**src/rtl/core/srad_pkg.sv**
```systemverilog
`timescale 1ns / 1ps

package srad_pkg;

  // Memory sizes of the system around the decoder.
  localparam logic [31:0] RAM_BYTES  = 32'd33554432;
  localparam logic [31:0] BIOS_BYTES = 32'd131072;

  // Derived address limits.
  localparam logic [31:0] RAM_LAST  = RAM_BYTES - 32'd1;
  localparam logic [31:0] BIOS_MASK = BIOS_BYTES - 32'd1;

  localparam int LOCAL_W = 25;

  // Result target codes.
  typedef enum logic [1:0] {
    TGT_NONE = 2'd0,
    TGT_DRAM = 2'd1,
    TGT_ROM  = 2'd2
  } target_t;

  // Configuration register indexes.
  typedef enum logic [1:0] {
    REG_SHADOW = 2'd0,
    REG_SMRAM  = 2'd1,
    REG_BIOS   = 2'd2,
    REG_ISA    = 2'd3
  } reg_index_t;

  // Register reset values.
  localparam logic [15:0] SHADOW_RESET = 16'h0000;
  localparam logic [7:0]  SMRAM_RESET  = 8'h00;
  localparam logic [7:0]  BIOS_RESET   = 8'h78;
  localparam logic [7:0]  ISA_RESET    = 8'hFF;

  // SMRAM control decode masks and matches.
  localparam logic [7:0] SMRAM_E_MASK   = 8'h16;
  localparam logic [7:0] SMRAM_ERR_MASK = 8'h12;
  localparam logic [7:0] SMRAM_ERR_VAL  = 8'h02;

  // One access on the request side.
  typedef struct packed {
    logic        req_type;
    logic [31:0] address;
  } req_t;

  // One decoded access on the response side.
  typedef struct packed {
    target_t              target;
    logic [LOCAL_W-1:0]   local_address;
    logic                 write_dropped;
    logic                 config_error;
  } rsp_t;

  // Chipset control registers as seen by the decoder.
  typedef struct packed {
    logic [15:0] shadow_control;
    logic [7:0]  smram_control;
    logic [7:0]  bios_control;
    logic [7:0]  isa_decode_control;
  } cfg_t;

endpackage

```
**src/rtl/core/srad_decode.sv**
```systemverilog
`timescale 1ns / 1ps

module srad_decode (
  input  srad_pkg::cfg_t cfg,
  input  srad_pkg::req_t req,
  output srad_pkg::rsp_t rsp
);

  always_comb begin
    logic [31:0]       a;
    srad_pkg::target_t tgt;
    logic [31:0]       loc;
    logic              prot;
    logic              e_bios;
    logic              f_bios;
    logic              smram_e;
    logic              err;
    logic [15:0]       sh;
    logic              lo_en;
    logic              hi_en;
    logic              half_en;
    logic [1:0]        blk;

    a       = req.address;
    sh      = cfg.shadow_control;
    tgt     = srad_pkg::TGT_NONE;
    loc     = 32'd0;
    prot    = 1'b0;
    e_bios  = cfg.bios_control[6];
    f_bios  = cfg.bios_control[5];
    smram_e = (cfg.smram_control & srad_pkg::SMRAM_E_MASK) == srad_pkg::SMRAM_E_MASK;
    err     = (cfg.smram_control & srad_pkg::SMRAM_ERR_MASK) == srad_pkg::SMRAM_ERR_VAL;
    blk     = a[16:15];

    // Shadow enables of the two 32K halves of the E or F segment.
    if (a[16]) begin
      lo_en = sh[6];
      hi_en = sh[7];
    end else begin
      lo_en = sh[4];
      hi_en = sh[5];
    end
    half_en = a[15] ? hi_en : lo_en;

    if (a[31:16] == 16'hFFFE) begin
      // High alias of the E segment BIOS.
      if (e_bios) begin
        tgt  = srad_pkg::TGT_ROM;
        loc  = a & srad_pkg::BIOS_MASK;
        prot = 1'b1;
      end
    end else if (a[31:16] == 16'hFFFF) begin
      // High alias of the F segment BIOS.
      if (f_bios) begin
        tgt  = srad_pkg::TGT_ROM;
        loc  = a & srad_pkg::BIOS_MASK;
        prot = 1'b1;
      end
    end else if (a[31:16] == 16'h000E && smram_e) begin
      // SMRAM window backed by DRAM at A0000 or B0000.
      tgt = srad_pkg::TGT_DRAM;
      loc = {12'h000, 3'b101, cfg.smram_control[3], a[15:0]};
    end else if (a[31:17] == 15'h0007) begin
      // E or F segment: BIOS window or shadow halves.
      if (a[16] ? f_bios : e_bios) begin
        if (!lo_en && !hi_en) begin
          tgt  = srad_pkg::TGT_ROM;
          loc  = a & srad_pkg::BIOS_MASK;
          prot = 1'b1;
        end else if (half_en) begin
          tgt  = srad_pkg::TGT_DRAM;
          loc  = a;
          prot = sh[8];
        end
      end
    end else if (a[31:17] == 15'h0006) begin
      // C and D segment 32K shadow blocks.
      if (sh[blk]) begin
        tgt = srad_pkg::TGT_DRAM;
        loc = a;
      end
    end else if (a <= 32'h0009FFFF) begin
      // Base 640K.
      if (cfg.isa_decode_control[0]) begin
        tgt = srad_pkg::TGT_DRAM;
        loc = a;
      end
    end else if (a >= 32'h00100000 && a <= srad_pkg::RAM_LAST) begin
      // Extended RAM.
      tgt = srad_pkg::TGT_DRAM;
      loc = a;
    end

    rsp.target        = tgt;
    rsp.local_address = loc[srad_pkg::LOCAL_W-1:0];
    rsp.write_dropped = req.req_type && prot && (tgt != srad_pkg::TGT_NONE);
    rsp.config_error  = err;
  end

endmodule

```
**src/rtl/core/shadow_ram_address_decoder.sv**
```systemverilog
`timescale 1ns / 1ps

// Decodes each CPU memory access into DRAM, BIOS ROM or unmapped, with the
// local byte address, from four chipset control registers written through
// the cfg_we / cfg_index / cfg_data port. The block is a two-register pipeline:
// an accepted item is held in an input register, decoded by shallow compare
// logic, and lands in the result register, which raises rsp_valid. One item
// is accepted every cycle while the response side keeps up. Registers must
// only be written while no item is in flight.
module shadow_ram_address_decoder (
  input  logic           clk,
  input  logic           rst,
  input  logic           req_valid,
  output logic           req_stall,
  input  srad_pkg::req_t req,
  output logic           rsp_valid,
  input  logic           rsp_stall,
  output srad_pkg::rsp_t rsp,
  input  logic           cfg_we,
  input  logic [1:0]     cfg_index,
  input  logic [15:0]    cfg_data
);

  srad_pkg::cfg_t cfg;
  srad_pkg::req_t s1;
  logic           s1_valid;
  srad_pkg::rsp_t dec;
  logic           s2_load;
  logic           req_take;

  // Configuration registers.
  always_ff @(posedge clk) begin
    if (rst) begin
      cfg.shadow_control     <= srad_pkg::SHADOW_RESET;
      cfg.smram_control      <= srad_pkg::SMRAM_RESET;
      cfg.bios_control       <= srad_pkg::BIOS_RESET;
      cfg.isa_decode_control <= srad_pkg::ISA_RESET;
    end else if (cfg_we) begin
      unique case (srad_pkg::reg_index_t'(cfg_index))
        srad_pkg::REG_SHADOW: cfg.shadow_control     <= cfg_data;
        srad_pkg::REG_SMRAM:  cfg.smram_control      <= cfg_data[7:0];
        srad_pkg::REG_BIOS:   cfg.bios_control       <= cfg_data[7:0];
        srad_pkg::REG_ISA:    cfg.isa_decode_control <= cfg_data[7:0];
        default: ;
      endcase
    end
  end

  // Pipeline flow control.
  assign s2_load   = !rsp_valid || !rsp_stall;
  assign req_stall = s1_valid && !s2_load;
  assign req_take  = req_valid && !req_stall;

  // Input register.
  always_ff @(posedge clk) begin
    if (rst) begin
      s1_valid <= 1'b0;
    end else begin
      s1_valid <= req_take || (s1_valid && !s2_load);
    end
  end

  always_ff @(posedge clk) begin
    if (req_take) begin
      s1 <= req;
    end
  end

  srad_decode u_decode (
    .cfg (cfg),
    .req (s1),
    .rsp (dec)
  );

  // Result register.
  always_ff @(posedge clk) begin
    if (rst) begin
      rsp_valid <= 1'b0;
    end else if (s2_load) begin
      rsp_valid <= s1_valid;
    end
  end

  always_ff @(posedge clk) begin
    if (s2_load && s1_valid) begin
      rsp <= dec;
    end
  end

  // An unmapped result carries a zero address.
  a_unmapped_zero: assert property (@(posedge clk) disable iff (rst)
    rsp_valid && (rsp.target == srad_pkg::TGT_NONE) |-> rsp.local_address == '0)
    else $error("unmapped result with nonzero address");

  // A dropped write always has a real target.
  a_drop_target: assert property (@(posedge clk) disable iff (rst)
    rsp_valid && rsp.write_dropped |-> rsp.target != srad_pkg::TGT_NONE)
    else $error("dropped write without target");

  // A dropped DRAM write only occurs with the shadow write protection bit set.
  a_drop_rom_or_prot: assert property (@(posedge clk) disable iff (rst)
    rsp_valid && rsp.write_dropped && (rsp.target == srad_pkg::TGT_DRAM)
      |-> cfg.shadow_control[8])
    else $error("dropped DRAM write without protection bit");

  // A held input item is not lost while the result side is stalled.
  a_s1_hold: assert property (@(posedge clk) disable iff (rst)
    s1_valid && !s2_load |=> s1_valid)
    else $error("input item lost under stall");

  // A loaded result register always follows a valid input item.
  a_rsp_source: assert property (@(posedge clk) disable iff (rst)
    s2_load && s1_valid |=> rsp_valid)
    else $error("decoded item not presented");

endmodule

```
**config.mk**
```make
export PLATFORM = sky130hd
export DESIGN_NAME = shadow_ram_address_decoder
export DESIGN_NICKNAME = d
export VERILOG_FILES = /design/src/rtl/core/srad_pkg.sv /design/src/rtl/core/srad_decode.sv /design/src/rtl/core/shadow_ram_address_decoder.sv
export SDC_FILE = /design/constraint.sdc
export NUM_CORES = 1
export LEC_CHECK = 0
export ABC_CLOCK_PERIOD_IN_PS = 8310
export BUFFER_PORTS_ARGS = -buffer_cell sky130_fd_sc_hd__buf_2
export CELL_PAD_IN_SITES_DETAIL_PLACEMENT = 1
export CELL_PAD_IN_SITES_GLOBAL_PLACEMENT = 2
export CORE_ASPECT_RATIO = 1.5
export CORE_MARGIN = 10
export CORE_UTILIZATION = 37
export DETAILED_ROUTE_END_ITERATION = 10
export PLACE_DENSITY = 0.88
export REMOVE_ABC_BUFFERS = 1
export SYNTH_ARGS = -nofsm -noshare
export SYNTH_HDL_FRONTEND = slang
export SYNTH_SLANG_ARGS = --single-unit
```
**constraint.sdc**
```tcl
create_clock -name clk -period 8.31 [get_ports clk]
set_input_delay 0.4155 -clock clk [delete_from_list [all_inputs] [get_ports clk]]
set_output_delay 0.4155 -clock clk [all_outputs]
set_load 0.005 [all_outputs]
```
# Word-level counts from Yosys, hierarchy flattened
# Index checks and enable logic that the tools add are counted.
classes:
  order_cmp: 4
  eq_ne: 10
  n_mux: 43
  n_reduce_logical: 22
ops:
  columns: ["op", "n"]
  rows:
  - ["2-to-1 mux 25 bit", 12]
  - ["2-to-1 mux 17 bit", 2]
  - ["equality test 16 bit (second input constant)", 2]
  - [">= comparator 32 x 21 -> 1 bit (second input constant)", 1]
  - ["<= comparator 32 x 20 -> 1 bit (second input constant)", 1]
  - ["<= comparator 32 x 25 -> 1 bit (second input constant)", 1]
  - ["equality test 15 x 3 -> 1 bit (second input constant)", 2]
  - ["2-to-1 mux 2 bit", 10]
  - ["2-to-1 mux 1 bit", 18]
  - ["equality test 16 x 4 -> 1 bit (second input constant)", 1]
  - ["logical AND 1 bit", 8]
  - ["AND reduction 2 bit", 4]
  - ["logical NOT 1 bit", 6]
  - ["less-than comparator 2 x 5 -> 1 bit (second input constant)", 1]
  - ["equality test 2 x 1 -> 1 bit (second input constant)", 2]
  - ["equality test 2 bit (second input constant)", 2]
  - ["equality test 3 bit (second input constant)", 1]
  - ["binary-select mux 1 bit (select 2 bit)", 1]
  - ["logical NOT 2 bit", 1]
  - ["logical OR 1 bit", 2]
  - ["nonzero test 2 bit", 1]
word_totals:
  reg_bits: 86
  inputBits: 56
  out_inout_bits: 31
  wordCells: 91

# Depth between registers and ports, before layout
logic_depth:
  depth_word: 11
  depth_mapped: 7
  ltp_nobuf: 5

# By module
# Synthesis repeated with hierarchy kept, for this count alone.
unflattened:
  cells_unflattened: 322
  area_unflattened_um2: 4295.4
modules_own_cells:
  columns: ["module", "n_inst", "cells_per_inst", "area_per_inst_um2", "seq_area_each_um2"]
  rows:
  - ["shadow_ram_address_decoder", 1, 235, 3608.5, 2702.6]
  - ["srad_decode", 1, 87, 686.9, 0.0]

# Worst setup path after synthesis
# OpenSTA, ideal clock, no wires.
synth_path:
  kind: "input to register"
  from: "input port rsp_stall"
  to: "register rsp[0] (netlist bit) (enable)"
  setup_time_ns: 0.460
  t_arrival_ns: 2.578
  required_time_ns: 7.850
  slack_ns: 5.273
  path_stages: 1
  path_cell_list: "a21boi_0"
synth_via:
  elab_chain_len: 3
synth_rtl:
  columns: ["item", "line_no", "text"]
  rows:
  - ["from (decl)", "shadow_ram_address_decoder.sv:17", "input logic rsp_stall,"]
  - ["logical NOT 1 bit", "shadow_ram_address_decoder.sv:50", "assign s2_load = !rsp_valid || !rsp_stall;"]
  - ["logical OR 1 bit", "shadow_ram_address_decoder.sv:50", null]
  - ["logical AND 1 bit", "shadow_ram_address_decoder.sv:85", "if (s2_load && s1_valid) begin"]
  - ["to (signal assigned)", "shadow_ram_address_decoder.sv:86", "rsp <= dec;"]
  - ["to (decl)", "shadow_ram_address_decoder.sv:18", "output srad_pkg::rsp_t rsp,"]
# Every way passes these cells.
# A chain may end at the register's enable or synchronous reset.

==> metrics <==
met2 usage 19.53%; Reg clk slew, reported paths 60 ps; Synth Warn # 0; area of placed instances 3652 µm²; RSZ-0062 raised after global routing false; hpwl dp 5.405 mm; Cell Rows 41; share of cells above drive strength 1 40.00%; clk_lat worst skew 330 ps; hold slack 254.6 ps; Post-synth EDFFs 62; number of port buffers 79; Post-route DRC 0; Flop pwr share 48.9%; Final setup viols 0; Max Slew Vio Count 0; Internal Power 767.9 µW; NumNets Final 351; LEAKAGE 1.557 nW; RD Place Congestion 0.7509; vias in the first global route 2189; share of power burned in the clock network 46.1%; clock tree buffer depth 2; Final ANT Viol Nets 0; largest net degree at the start of global routing 34; CTS tree yes; grt met3 use 5.266%; CP arrival 2630 ps; Die Wd 95.02 µm; Die H 132.5 µm; Post-CTS Hold Buffers 0; area of the die 12590 µm²; DR vias 1975; Worst Hold Class in -> reg; Synth-to-Final Area Change 27.56%; Post-CTS Setup Bufs 0; sequential area share after synthesis 71.15%; initial antenna violation count 0; CORE AREA 8310 µm²; clock root cell clkbuf_16; first-pass GRT wire length 11.21 mm; fin area 3984 µm²; dominant synthesized flop cell edfxtp_1; status complete, no violations; minimum clock period 2434 ps; peak supply drop 105.8 µV; Final period util 29.29%; met1 usage 11.86%; Total Routing Usage GR 11.74%; CP Max Fanout 15; Final Non-Filler Cells 407; Final Skew 4.757 ps; num ports 87; final core utilization 47.94%; H-tree depth 3; setup_tns 0 ps; grt peak-use layer met2; Avg WL per Cell 17.49 µm; drt first pass iters 3; Data required, critical path 8510 ps; WS Path Type reg -> reg; mapped cell area 3123 µm²; measured slew at the worst slew-check pin 1012 ps; post-cts sizing count 0; CTS Buf Count 9; synth unique cells 46; Final Hold Vio Count 0; Net Sw Power 179.9 µW; GRT overflow 0; fmax 0.4109 GHz; Mapped Cells 209; flops & latches, synth 80; DRT iter0 DRCs 56; CTS Sinks 80; Fill cells 894; Initial Utilization 37.58%; ant diodes 0; pwr dens 237.9 nW/µm²; Max-slew headroom 32.37%; final wirelength 7.118 mm; Post-synth ARST share 0%; Setup crit start kind flip-flop; placed insts 391; combinational share of power 5.0%; DR vias/cell 4.853; switching part of the total 18.98%; Mapped Avg Cell Area 14.94 µm²; Crit. End Element flip-flop; Max-Cap Viols 0
path summary, 6_finish.rpt:
check                      start                   to  slack (ps)  depth (start not counted)
max reg2reg     s1[22]$_DFFE_PP_    rsp[12]$_DFFE_PP_        5880                          5
min reg2reg  cfg[0]$_SDFFE_PP1P_  cfg[0]$_SDFFE_PP1P_         480                          2
max             s1[22]$_DFFE_PP_    rsp[12]$_DFFE_PP_        5880                          5
min                       req[6]      s1[6]$_DFFE_PP_         250                          1
power groups by stage:
stage	registers [mW]	clock network [mW]	logic, mW
floorplan	0.470	0	0.0196
global placement	0.470	0	0.0471
detailed placement	0.472	0	0.0487
CTS	0.463	0.448	0.0491
global route	0.465	0.469	0.0534
finish	0.463	0.437	0.0477
critical path, stage by stage (launching register included):
cell	delay, ps
edfxtp_1	400
or4_4	590
nor4_4	400
nand4_4	200
o211ai_2	480
and2_2	230
layer usage:
| layer | routed length, µm | vias to the layer above | share of wire [%] |
|---|---|---|---|
| li1 | - | 952 | - |
| met1 | 2701 | 949 | 38 |
| met2 | 3663 | 63 | 51 |
| met3 | 558 | 11 | 7.8 |
| met4 | 194 | 0 | 2.7 |
| met5 | 0 | - | 0 |
final cells by class:
type	count	area, µm²	area share [%]
Multi-Input combinational cell	120	878.3	22.05
Clock inverter	4	95.09	2.387
Inverter	4	15.01	0.3769
Sequential cell	80	2222	55.78
Tap cell	107	133.9	3.361
Clock buffer	12	236.5	5.936
Timing Repair Buffer	80	402.9	10.11
Yosys cell counts, drive strengths merged, types with 2 or more instances:
cell    instances  share of area, %
inv             4              0.48
nand4           4               1.3
nor2           20               2.4
nor4            2              0.88
dfxtp          18                12
buf             2              0.48
nor3            2              0.32
o22ai           2              0.40
nand3           2              0.32
or4             2              0.60
nand2           4              0.48
nand4b          2              0.56
a21oi           2              0.32
a211oi          2              0.48
clkbuf          3              0.36
a21o            2              0.52
o21ai           6              0.96
or2             2              0.40
a211o           2              0.56
edfxtp         62                60
nor3b           3              0.72
nor2b           6               1.2
and2           22               5.0
nand2b          2              0.40
mux2i          16               5.1
cell usage in the layout, fill, tap and decap left out, types with 4 or more instances in the layout:
cell / count
buf_2: 79
edfxtp_1: 62
nor2_1: 20
dfxtp_1: 18
mux2i_1: 16
and2_2: 14
clkbuf_16: 9
and2_1: 8
o21ai_0: 6
nor2b_1: 5
nand2_1: 4
inv_1: 4
state kept, by name, summed over array words and instances (netlist names):
signal     cells
s1            33
rsp           29
cfg           16
rsp_valid      1
s1_valid       1
cell families (layout without fill, tap and decap cells):
| kind of cell | Yosys count | in the layout | synth area share, % |
|---|---|---|---|
| flip-flops | 80 | 80 | 71.15 |
| buffers and inverters | 9 | 100 | 1.322 |
| multiplexers | 18 | 18 | 6.210 |
| AND/OR/NAND/NOR | 77 | 77 | 15.59 |
| AO/OA/AOI/OAI | 25 | 25 | 5.730 |
through the flow:
step                setup WS [ps]  power, mW
floorplan                    5273     0.4894
global placement             5894     0.5173
detailed placement           5827     0.5203
CTS                          5802     0.9610
global route                 5693     0.9876
finish                       5876     0.9477
No activity file was read; power rests on OpenSTA's default activity.
